[src/rtl/osc_pkg.sv]
`timescale 1ns / 1ps
`default_nettype none
// ----------------------------------------------------------------------------
// osc_pkg
// shared types, codes and defaults of the operand stack engine
// ----------------------------------------------------------------------------
package osc_pkg;

  localparam int unsigned STACK_DEPTH_DEF  = 512;
  localparam int unsigned PAYLOAD_BITS_DEF = 64;

  // fixed field widths of the channels
  localparam int unsigned CMD_W   = 4;
  localparam int unsigned VALUE_W = 64;
  localparam int unsigned ARG_W   = 32;
  localparam int unsigned ST_W    = 3;
  localparam int unsigned CNT_W   = 10;

  // command codes on the input channel
  localparam logic [CMD_W-1:0] CMD_PUSH  = 4'd0;
  localparam logic [CMD_W-1:0] CMD_POP   = 4'd1;
  localparam logic [CMD_W-1:0] CMD_EXCH  = 4'd2;
  localparam logic [CMD_W-1:0] CMD_DUP   = 4'd3;
  localparam logic [CMD_W-1:0] CMD_COPY  = 4'd4;
  localparam logic [CMD_W-1:0] CMD_INDEX = 4'd5;
  localparam logic [CMD_W-1:0] CMD_ROLL  = 4'd6;
  localparam logic [CMD_W-1:0] CMD_CLEAR = 4'd7;
  localparam logic [CMD_W-1:0] CMD_COUNT = 4'd8;
  localparam logic [CMD_W-1:0] CMD_CLTM  = 4'd9;
  localparam logic [CMD_W-1:0] CMD_CNTM  = 4'd10;

  typedef enum logic [3:0] {
    OP_PUSH, OP_POP, OP_EXCH, OP_DUP, OP_COPY, OP_INDEX, OP_ROLL,
    OP_CLEAR, OP_COUNT, OP_CLTM, OP_CNTM, OP_BAD
  } op_e;

  typedef enum logic [ST_W-1:0] {
    ST_OK     = 3'd0,
    ST_RANGE  = 3'd1,
    ST_UNDER  = 3'd2,
    ST_OVER   = 3'd3,
    ST_NOMARK = 3'd4
  } status_e;

  // classified command as queued between front and back
  typedef struct packed {
    op_e                op;
    logic [VALUE_W-1:0] value;
    logic               mark;
    logic               n_neg;
    logic [ARG_W-2:0]   n_mag;
    logic               j_neg;
    logic [ARG_W-1:0]   j_mag;
  } cmd_t;

endpackage
`default_nettype wire

[src/rtl/osc_intf.sv]
`timescale 1ns / 1ps
`default_nettype none
// ----------------------------------------------------------------------------
// osc channel interfaces
// valid/ready channels for commands in and results out
// ----------------------------------------------------------------------------
interface osc_in_if;
  logic        valid;
  logic        ready;
  logic [3:0]  cmd;
  logic [63:0] push_value;
  logic        push_is_mark;
  logic signed [31:0] count_arg;
  logic signed [31:0] roll_shift;

  modport source (output valid, cmd, push_value, push_is_mark, count_arg, roll_shift,
                  input ready);
  modport sink (input valid, cmd, push_value, push_is_mark, count_arg, roll_shift,
                output ready);
endinterface

`default_nettype wire

[src/rtl/osc_front.sv]
`timescale 1ns / 1ps
`default_nettype none
// ----------------------------------------------------------------------------
// osc_front
// accepts commands, decodes them and queues them for the back end
// ----------------------------------------------------------------------------
module osc_front (
  input  wire         clk_i,
  input  wire         rst_ni,
  osc_in_if.sink      in_i,
  output logic        q_valid_o,
  output osc_pkg::cmd_t q_cmd_o,
  input  wire         q_pop_i
);
  import osc_pkg::*;

  cmd_t       fifo_q [2];
  logic       wr_ptr_q, wr_ptr_d;
  logic       rd_ptr_q, rd_ptr_d;
  logic [1:0] fill_q, fill_d;
  cmd_t       dec;
  logic       push;
  logic       pop;

  // decode the transaction
  always_comb begin
    unique case (in_i.cmd)
      CMD_PUSH:  dec.op = OP_PUSH;
      CMD_POP:   dec.op = OP_POP;
      CMD_EXCH:  dec.op = OP_EXCH;
      CMD_DUP:   dec.op = OP_DUP;
      CMD_COPY:  dec.op = OP_COPY;
      CMD_INDEX: dec.op = OP_INDEX;
      CMD_ROLL:  dec.op = OP_ROLL;
      CMD_CLEAR: dec.op = OP_CLEAR;
      CMD_COUNT: dec.op = OP_COUNT;
      CMD_CLTM:  dec.op = OP_CLTM;
      CMD_CNTM:  dec.op = OP_CNTM;
      default:   dec.op = OP_BAD;
    endcase
    dec.value = in_i.push_value;
    dec.mark  = in_i.push_is_mark;
    dec.n_neg = in_i.count_arg[ARG_W-1];
    dec.n_mag = in_i.count_arg[ARG_W-2:0];
    dec.j_neg = in_i.roll_shift[ARG_W-1];
    dec.j_mag = dec.j_neg ? (~in_i.roll_shift + 32'd1) : in_i.roll_shift;
  end

  assign in_i.ready = (fill_q != 2'd2);
  assign push       = in_i.valid && in_i.ready;
  assign pop        = q_pop_i && (fill_q != 2'd0);
  assign q_valid_o  = (fill_q != 2'd0);
  assign q_cmd_o    = fifo_q[rd_ptr_q];

  always_comb begin
    wr_ptr_d = push ? ~wr_ptr_q : wr_ptr_q;
    rd_ptr_d = pop ? ~rd_ptr_q : rd_ptr_q;
    fill_d   = fill_q + {1'b0, push} - {1'b0, pop};
  end

  always_ff @(posedge clk_i) begin
    if (push) begin
      fifo_q[wr_ptr_q] <= dec;
    end
  end

  always_ff @(posedge clk_i or negedge rst_ni) begin
    if (!rst_ni) begin
      wr_ptr_q <= 1'b0;
      rd_ptr_q <= 1'b0;
      fill_q   <= 2'd0;
    end else begin
      wr_ptr_q <= wr_ptr_d;
      rd_ptr_q <= rd_ptr_d;
      fill_q   <= fill_d;
    end
  end

endmodule
`default_nettype wire

[src/flat_wrapper.sv]
// flat-port wrapper written by rule: the top's interface ports become plain ports
module osc_front_flat import osc_pkg::*;
  (clk_i, rst_ni, q_valid_o, q_cmd_o, q_pop_i, in_i_valid, in_i_cmd, in_i_push_value, in_i_push_is_mark, in_i_count_arg, in_i_roll_shift, in_i_ready);
  osc_in_if in_i_i ();
  input  wire clk_i;
  input  wire rst_ni;
  output logic q_valid_o;
  output osc_pkg::cmd_t q_cmd_o;
  input  wire q_pop_i;
  input wire logic [$bits(in_i_i.valid)-1:0] in_i_valid;
  input wire logic [$bits(in_i_i.cmd)-1:0] in_i_cmd;
  input wire logic [$bits(in_i_i.push_value)-1:0] in_i_push_value;
  input wire logic [$bits(in_i_i.push_is_mark)-1:0] in_i_push_is_mark;
  input wire logic [$bits(in_i_i.count_arg)-1:0] in_i_count_arg;
  input wire logic [$bits(in_i_i.roll_shift)-1:0] in_i_roll_shift;
  output wire logic [$bits(in_i_i.ready)-1:0] in_i_ready;
  assign in_i_i.valid = in_i_valid;
  assign in_i_i.cmd = in_i_cmd;
  assign in_i_i.push_value = in_i_push_value;
  assign in_i_i.push_is_mark = in_i_push_is_mark;
  assign in_i_i.count_arg = in_i_count_arg;
  assign in_i_i.roll_shift = in_i_roll_shift;
  assign in_i_ready = in_i_i.ready;
  osc_front u_core (.clk_i(clk_i), .rst_ni(rst_ni), .in_i(in_i_i), .q_valid_o(q_valid_o), .q_cmd_o(q_cmd_o), .q_pop_i(q_pop_i));
endmodule
[config.mk]
export PLATFORM = sky130hd
export DESIGN_NAME = osc_front_flat
export DESIGN_NICKNAME = d
export VERILOG_FILES = /design/src/rtl/osc_pkg.sv /design/src/rtl/osc_intf.sv /design/src/rtl/osc_front.sv /design/src/flat_wrapper.sv
export SDC_FILE = /design/constraint.sdc
export NUM_CORES = 1
export LEC_CHECK = 0
export BUFFER_PORTS_ARGS = -buffer_cell sky130_fd_sc_hd__buf_2
export CORE_ASPECT_RATIO = 1.75
export CORE_MARGIN = 2
export CORE_UTILIZATION = 47
export DETAILED_ROUTE_END_ITERATION = 8
export PLACE_DENSITY = 0.72
export SLEW_MARGIN = 10
export SYNTH_ARGS = -nofsm -noshare
export SYNTH_HDL_FRONTEND = slang
export SYNTH_SLANG_ARGS = --single-unit
[constraint.sdc]
create_clock -name clk_i -period 8.2 [get_ports clk_i]
set_clock_uncertainty 0.05 [all_clocks]
set_input_delay 0 -clock clk_i [delete_from_list [all_inputs] [get_ports clk_i]]
set_output_delay 0 -clock clk_i [all_outputs]
set_load 0.05 [all_outputs]
After elaboration in Yosys (flattened, before gate mapping) --
Memory sizes are Yosys's and may differ from the RTL's. Index checks and enable logic that the tools add are counted.
Operators by class: add/sub/neg operators 3, equality and inequality tests 1, mux-type cells 3, bitwise gates (word level) 3, reduce and logical (&&, ||, !) cells 3
Operators with widths (count):
- $add A32 B1 Y32 const B | 1
- $mux W32 | 1
- $not A32 Y32 | 1
- $add A2 B1 Y2 | 1
- $logic_and A1 B1 Y1 | 2
- $mux W1 | 2
- $ne A2 B2 Y1 const B | 1
- $not A1 Y1 | 2
- $reduce_bool A2 Y1 | 1
- $sub A2 B1 Y2 | 1
Word-level totals: bits in registers 4, bits in writable memories 268, ROM bits 64, logic and storage cells 18, memories 2
Memory list:
- u_core.fifo_q | words 2, bits a word 134, read ports 1, clocked after memory_dff 0, wr ports 1, line osc_front.sv:17 | cmd_t fifo_q [2];
- (name not given) | words 16, bits a word 4, read ports 1, clocked after memory_dff 0, wr ports 0, line osc_front.sv:27 | unique case (in_i.cmd)

Depth between registers and ports, before layout --
Gate-level depths: netlist of run 1.
depth after elaboration 4, mapped depth 7

Least setup slack after synthesis of run 1 --
Ideal clock, no wire load.
path type flip-flop to flip-flop, start point register u_core.fill_q[1], end point memory u_core.fifo_q[0][0] (netlist bit) (enable), setup time 0.630 ns, data arrival time 6.529 ns, data required time 7.520 ns, slack 0.991 ns, cell stages (with the launch flop) 4, period minus slack after synthesis 7.209 ns, cell sequence dfrtp_1 nand2_1 nand2_1 nor2_1
Between the ends: cells in the longest elaborated chain, start to end 4
Ends and longest elaborated chain:
- start, declared | line osc_front.sv:20 | logic [1:0] fill_q, fill_d;
- start signal, assigned | line osc_front.sv:75 | fill_q <= fill_d;
- $ne A2 B2 Y1 | line osc_front.sv:49 | assign in_i.ready = (fill_q != 2'd2);
- via in_i_ready | line flat_wrapper.sv:16 | output wire logic [$bits(in_i_i.ready)-1:0] in_i_ready;
- $logic_and A1 B1 Y1 | line osc_front.sv:50 | assign push = in_i.valid && in_i.ready;
- $mux W1 | line osc_front.sv:62 | if (push) begin
- $mux W1 (not written as such) | line osc_front.sv:63 | fifo_q[wr_ptr_q] <= dec;
- end, declared | line osc_front.sv:17
The timed path passes the listed nets, and every way through them passes these cells.

==> impl_results.md, run 1 <==
- Synthesized cell area: roughly 0.011 mm2
- Unrepaired setup endpoints after global routing: no
- Final TNS setup: 0 ns
- Arrival time at the worst endpoint: approximately 3.2 ns
- Max Root-Sink Buffers: 3
- Max stage delay on crit path: 1.00 ns
- Max-cap violations: 0
- Core Util, Final: between 60% and 70%
- Crit path required time: about 8 ns
- Initial antenna violation count: 3
- Layout area overhead: 37.0%
- Reg-to-Reg Start: u_core.fill_q[1]$_DFF_PN0_
- Pre-CTS setup slack: approximately 5.5 ns
- Tmin final: 3.24 ns
- Clk slew on worst S/H paths: approximately 0.070 ns
- Outcome: completed
- Total grt overflow: 0
- Power density over the cells: ~370 mW/mm2
- Die Ht: 202 um
- I/O Pins: 273
- Layout fillers: between 1,500 and 2,000
- Average via count per standard cell: about 5
- Worst-Margin Slew: between 1 and 1.5 ns
- Hpwl dp: 14,600 um
- First-pass GRT wire length: 34,600 um
- Peak Freq: roughly 300 MHz
- Final number of hold-violating endpoints: 0
- Number of DRC violations after detailed-routing iteration 0: 276
- Post-CTS setup buffers: 0
- Worst path buffer plus inverter count: 2
- Crit end category: primary output
- WS Path Type: register to primary output
- Placed cell areas: between 0.01 and 0.015 mm2
- Peak VDD IR: roughly 0.29 mV
- #FFs+latches synth: 272
- Reg-to-reg setup timing slack: ~5.6 ns
- Delay-heaviest family, CP: buffers and inverters
- Slowest stage cell, crit path: dfrtp_4
- CTS buffer count: 24
- Crit-path cells: buf_4 -> mux2_2 -> buf_2
- Max-slew violations: 0
- Syn avg cell area: roughly 20 um2
- Distinct cells, synth: 33
- H-tree depth: 1
- Worst-skew pair later-pin latency: 0.51 ns
- GP Congestion: 0.766
- Nets@finish: 1,106
- Post-route cell area: about 0.014 mm2
- Tightest Hold Check Type: input port to register
- Port-buffer cells: between 200 and 300
- # setup viols final: 0
- Clk root buf: clkbuf_16
- Critical-path maximum fanout: ~70
- Die area: 0.0237 mm2
- CTS Sinks: between 200 and 300
- Worst R2R Path Depth: 3
- Cell count after synthesis: ~540
- WHS Path Cells: 2
- Startpoint types: register
- Hold_sp: in_i_push_value[22]
- Rows: 72
- Antenna-violating nets left: 0
- Fraction of layout cells with a size suffix above 1: a little under half
- CTS tree: built
- Total leakage power: 0.00535 uW
- FF-to-FF End: u_core.fifo_q[1][36]$_DFFE_PP_
- WL/cell: 18.3 um
- Hold path endpoint: u_core.fifo_q[0][88]$_DFFE_PP_
- Slew headroom: between 20 and 30%
- Die X-Extent: approximately 120 um
- Pre-Repair DR Iteration Count: 4
- Slack of the critical path: just under 5 ns
- Placeable Area: between 0.02 and 0.025 mm2
- Largest net degree at the start of global routing: 75
- Via Count: 6,370
- Post-Syn Nets: ~680
- # DRC: 0
- Synth warn: 0
- Vias in the first global route: between 6,000 and 7,000
- Final WL: 23,400 um
- GRT Total Usage: 19.2%
- Sequential share of the synthesized area: approximately 77%
- Tcrit/Tclk final: between 30 and 40%
- Starting Density: 47.7%
-- final cells by class --
cell class,instances,area [um2],area share [%]
Multi-Input combinational cell,242,2310,16.0
Sequential cell,272,8150,56.5
Antenna cell,3,7.51,0.0520
Timing Repair Buffer,421,2840,19.7
Tap cell,296,370,2.57
Inverter,5,18.8,0.130
Clock inverter,14,90.1,0.624
Clock buffer,29,641,4.44
-- layer usage --
| metal | GRT usage (%) | vias up | routed length, um |
|---|---|---|---|
| li1 | - | 2983 | - |
| met1 | 19.6 | 3131 | 8010 |
| met2 | 36.8 | 197 | 13300 |
| met3 | 3.27 | 59 | 1160 |
| met4 | 8.24 | 0 | 902 |
| met5 | 0 | - | 0 |
-- cell usage after synthesis --
cell      number  share of area (%)
nor4_1         5               0.30
o21ai_0        7               0.33
nand2b_1       3               0.18
or3_1          2               0.12
nand3_1        2              0.095
nand2_1       13               0.46
nor3_2         1              0.095
nor2_1         4               0.14
mux2_2       134                 14
a21o_1         2               0.14
ha_1           3               0.36
xnor2_1       32                2.7
o31ai_1       11               0.78
or2_2          1              0.059
o41ai_1        4               0.33
or4_1          3               0.21
nor4b_2        1               0.14
nor3_1         3               0.14
and2_1         1              0.059
dfrtp_1        4               0.95
nand4_1        2               0.12
clkbuf_1      18               0.64
o41ai_2        1               0.15
edfxtp_1     268                 76
or3_4          1               0.11
or4_4          1               0.11
and3_1         1              0.059
buf_2          1              0.047
nand4_2        1               0.12
inv_1          5               0.18
nor2b_1        1              0.059
o21ai_1        1              0.047
xor2_1         1              0.083
-- registers in the layout, indices dropped and copies added (netlist names) --
name and flops:
u_core.fifo_q 268, u_core.rd_ptr_q 1, u_core.fill_q 2, u_core.wr_ptr_q 1
-- where the power goes --
group | switching (uW) | internal, uW | total (uW) | leakage (uW)
Combinational | 1640 | 627 | 2260 | 0.00247
Sequential | 130 | 1910 | 2040 | 0.00254
Clock | 470 | 586 | 1060 | 0.000352
Total | 2240 | 3130 | 5360 | 0.00535
-- stage by stage --
stage          hold slack, ns  power (uW)  instances
6_report                0.151        5360       1282
3_3_place_gp           -0.240        4260       1091
5_1_grt                 0.151        5570       1282
2_1_floorplan          -0.346        3810        538
4_1_cts                 0.130        5410       1279
3_5_place_dp           -0.241        4290       1091
-- logic make-up (layout without fill, tap and decap cells) --
kind of cell,Yosys count,after routing,synth area share [%]
other cells,0,3,0
simple gates,46,46,2.58
compound gates,26,26,1.79
flops,272,272,77.3
fa+ha+maj,3,3,0.356
xor+xnor,33,33,2.74
mux,134,134,14.3
buf+inv,24,469,0.867
-- how the worst max path moves through the flow --
| stage | from | endpoint | slack, ns | cells after the start |
|---|---|---|---|---|
| after global routing | u_core.rd_ptr_q$_DFFE_PN0P_ | q_cmd_o[56] | 4.80 | 3 |
| after floorplan | u_core.fill_q[1]$_DFF_PN0_ | u_core.fifo_q[0][0]$_DFFE_PP_ | 0.99 | 3 |
| after CTS | u_core.rd_ptr_q$_DFFE_PN0P_ | q_cmd_o[105] | 4.95 | 3 |
| after global placement | u_core.fill_q[1]$_DFF_PN0_ | u_core.fifo_q[1][86]$_DFFE_PP_ | 5.49 | 3 |
| final | u_core.rd_ptr_q$_DFFE_PN0P_ | q_cmd_o[56] | 4.96 | 3 |
| after detailed placement | u_core.fill_q[1]$_DFF_PN0_ | u_core.fifo_q[1][86]$_DFFE_PP_ | 5.47 | 3 |
-- cell usage in the layout, fill, tap and decap left out, types with 2 or more instances in the layout --
cell | netlist | final
nand4_1 | 2 | 2
buf_4 | 0 | 4
edfxtp_1 | 268 | 268
nor4_1 | 5 | 5
clkbuf_16 | 0 | 25
or3_1 | 2 | 2
o41ai_1 | 4 | 4
clkbuf_1 | 18 | 4
diode_2 | 0 | 3
inv_1 | 5 | 5
xnor2_1 | 32 | 32
or4_1 | 3 | 3
a21o_1 | 2 | 2
nand2_1 | 13 | 13
dfrtp_1 | 4 | 3
mux2_2 | 134 | 134
dlygate4sd3_1 | 0 | 145
clkinv_1 | 0 | 8
nor3_1 | 3 | 3
o31ai_1 | 11 | 11
nand3_1 | 2 | 2
o21ai_0 | 7 | 7
clkinvlp_4 | 0 | 2
clkinv_2 | 0 | 3
ha_1 | 3 | 3
nor2_1 | 4 | 3
buf_2 | 1 | 272
nand2b_1 | 3 | 3
-- what timing repair did --
| item | CTS | global route |
|---|---|---|
| hold endpoints to repair | 275 | 0 |
| endpoints found under the setup margin | 0 | 0 |
| hold buffers | 145 | 0 |
| resized for setup | 0 | 0 |
(Power assumes the default switching activity.)
==> run 2: changes to the inputs <==
Clock period 8.2 ns to 3.16 ns, I/O delays scaled along.
==> impl_results.md, run 2 (synthesis results as in run 1) <==
- Final number of hold-violating endpoints: 0
- Comb pwr share: a little over two fifths
- Delay-heaviest family, CP: buffers and inverters
- Outcome: completed
- Net Sw Frac: 41.6%
- Worst Setup SP: in_i_roll_shift[0]
- Port-buffer cells: 272
- Sw power: about 5800 uW
- Hold path endpoint: u_core.fifo_q[0][37]$_DFFE_PP_
- Arrival time at the worst endpoint: 2.98 ns
- Pint: between 8000 and 9000 uW
- Layout area overhead: 37.4%
- # DRC: 0
- GRT Total Usage: a little under a fifth
- Slack of the critical path: about 0.38 ns
- Tcrit/Tclk final: between 80 and 90%
- Fraction of layout cells with a size suffix above 1: between 40% and 50%
- WL/cell: around 18 um
- Tightest Hold Check Type: input port to register
- Unrepaired setup endpoints after global routing: no
- Clk root buf: clkbuf_16
- Most frequent cells in the layout: buf_2, edfxtp_1, dlygate4sd3_1
- Tmin final: between 2 and 3 ns
- Largest net degree at the start of global routing: 76
- Crit end category: register
- Die X-Extent: roughly 120 um
- Reg-to-reg setup timing slack: about 1.3 ns
- Slowest stage cell, crit path: dlygate4sd3_1
- I/O Pins: 273
- Crit path required time: around 3.4 ns
- Critical-path maximum fanout: 9
- CTS Sinks: roughly 270
- Post_cts resized: 0
- Pre-CTS setup slack: roughly 1 ns
- Via Count: approximately 6,400
- Worst R2R Path Depth: 7
- Largest regs: u_core.fifo_q: 268 flops, u_core.fill_q: 2 flops
- Number of DRC violations after detailed-routing iteration 0: around 440
- Peak Freq: 360 MHz
- FF-to-FF End: u_core.fill_q[1]$_DFF_PN0_
- Placeable Area: about 0.022 mm2
- Hpwl dp: about 15,000 um
- Max reg flops: around 270
- WHS Path Cells: 2
- Power Total: 14,000 uW
- Total leakage power: around 0.0054 uW
- Power density over the cells: around 970 mW/mm2
- Average via count per standard cell: around 5.0
- Clk slew on worst S/H paths: about 0.060 ns
- Worst-skew pair later-pin latency: a little under 0.5 ns
- Post-route cell area: roughly 0.014 mm2
- CTS tree: built
- Max-slew violations: 0
- Worst path buffer plus inverter count: 4
- GP Congestion: 0.788
- Vias in the first global route: just under 7,000
- Total grt overflow: 0
- Placed cell areas: 0.0123 mm2
- Slew headroom: around three fifths
- Antenna-violating nets left: 0
- Starting Density: approximately 48%
- Worst-Margin Slew: ~0.59 ns
- Max Root-Sink Buffers: 3
- Startpoint types: input port
- # setup viols final: 0
- WS Path Type: input port to register
- Crit-path cells: dlygate4sd3_1 -> buf_2 -> inv_1 -> ha_1 -> nor4b_2 -> nand4_1 -> o41ai_1 -> xnor2_1 -> dlygate4sd3_1
- Die Ht: between 200 and 250 um
- Most common cell after layout, fill and taps aside: buf_2
- H-tree depth: 1
- Cell repeated most along the worst path: dlygate4sd3_1
- Peak VDD IR: ~0.59 mV
- Hold_sp: in_i_count_arg[4]
- Seq pwr share: between 30% and 40%
- Max stage delay on crit path: 0.58 ns
- Final WL: about 23,000 um
- Rows: a little over 70
- CTS buffer count: 23
- Pre-Repair DR Iteration Count: 4
- Reg-to-Reg Start: u_core.fill_q[1]$_DFF_PN0_
- Max-cap violations: 0
- Biggest register: u_core.fifo_q
- Core Util, Final: 65.6%
- Final TNS setup: 0 ns
- Nets@finish: between 1,000 and 1,500
- Die area: about 0.024 mm2
- Initial antenna violation count: 1
- Clock power share: a little under a fifth
- First-pass GRT wire length: between 30,000 and 40,000 um
## run 2: cell types whose count changed in the layout (fill, tap and decap cells not counted)
cell           change
clkbuf_16          -2
buf_12             +5
nand2_1            -2
bufinv_16          +1
clkinv_1           -4
clkbuf_1           +2
clkinv_2           -1
nand2_4            +2
diode_2            -2
buf_4              -2
dlygate4sd3_1      -2
## run 2: worst max path at each step
| stage | endpoint | slack, ns | cells after the start |
|---|---|---|---|
| after floorplan | u_core.fifo_q[0][0]$_DFFE_PP_ | 0.02 | 3 |
| after global placement | u_core.fifo_q[0][20]$_DFFE_PP_ | 1.05 | 7 |
| after detailed placement | u_core.fifo_q[1][28]$_DFFE_PP_ | 0.97 | 7 |
| after CTS | u_core.fifo_q[1][20]$_DFFE_PP_ | 0.44 | 9 |
| after global routing | u_core.fifo_q[1][20]$_DFFE_PP_ | 0.19 | 9 |
| final | u_core.fifo_q[1][20]$_DFFE_PP_ | 0.38 | 9 |
## run 2: area by class of cell
class / count / area, um2
Timing Repair Buffer: 422 / 2910
Tap cell: 296 / 370
Clock buffer: 29 / 598
Antenna cell: 1 / 2.50
Inverter: 5 / 18.8
Clock inverter: 10 / 100
Sequential cell: 272 / 8150
Fill cell: 1537 / 7600
Multi-Input combinational cell: 242 / 2320
## run 2: metrics by stage
step                      cells  hold WS [ns]
final                      1277         0.167
after global routing       1277         0.150
after CTS                  1276         0.131
after detailed placement   1094        -0.232
after global placement     1094        -0.236
after floorplan             538        -0.346
## run 2: power groups by stage
stage / logic, uW / registers, uW / clock network, uW
2_1_floorplan: 4620 / 5190 / 0
6_report: 6110 / 5170 / 2680
3_5_place_dp: 5990 / 5240 / 0
3_3_place_gp: 5980 / 5190 / 0
4_1_cts: 6160 / 5160 / 2760
5_1_grt: 6390 / 5240 / 2880
## run 2: repair_timing
item                                   in CTS  in global routing
hold buffers                              143                  0
endpoints found under the hold margin     275                  0
buffers inserted                            0                  0
## run 2: metal layers
metal | share of wire (%) | GRT usage [%] | routed length (um)
met1 | 34 | 19.3 | 7910
met2 | 57 | 36.7 | 13300
met3 | 4.5 | 2.94 | 1050
met4 | 4.2 | 8.49 | 975
met5 | 0 | 0 | 0
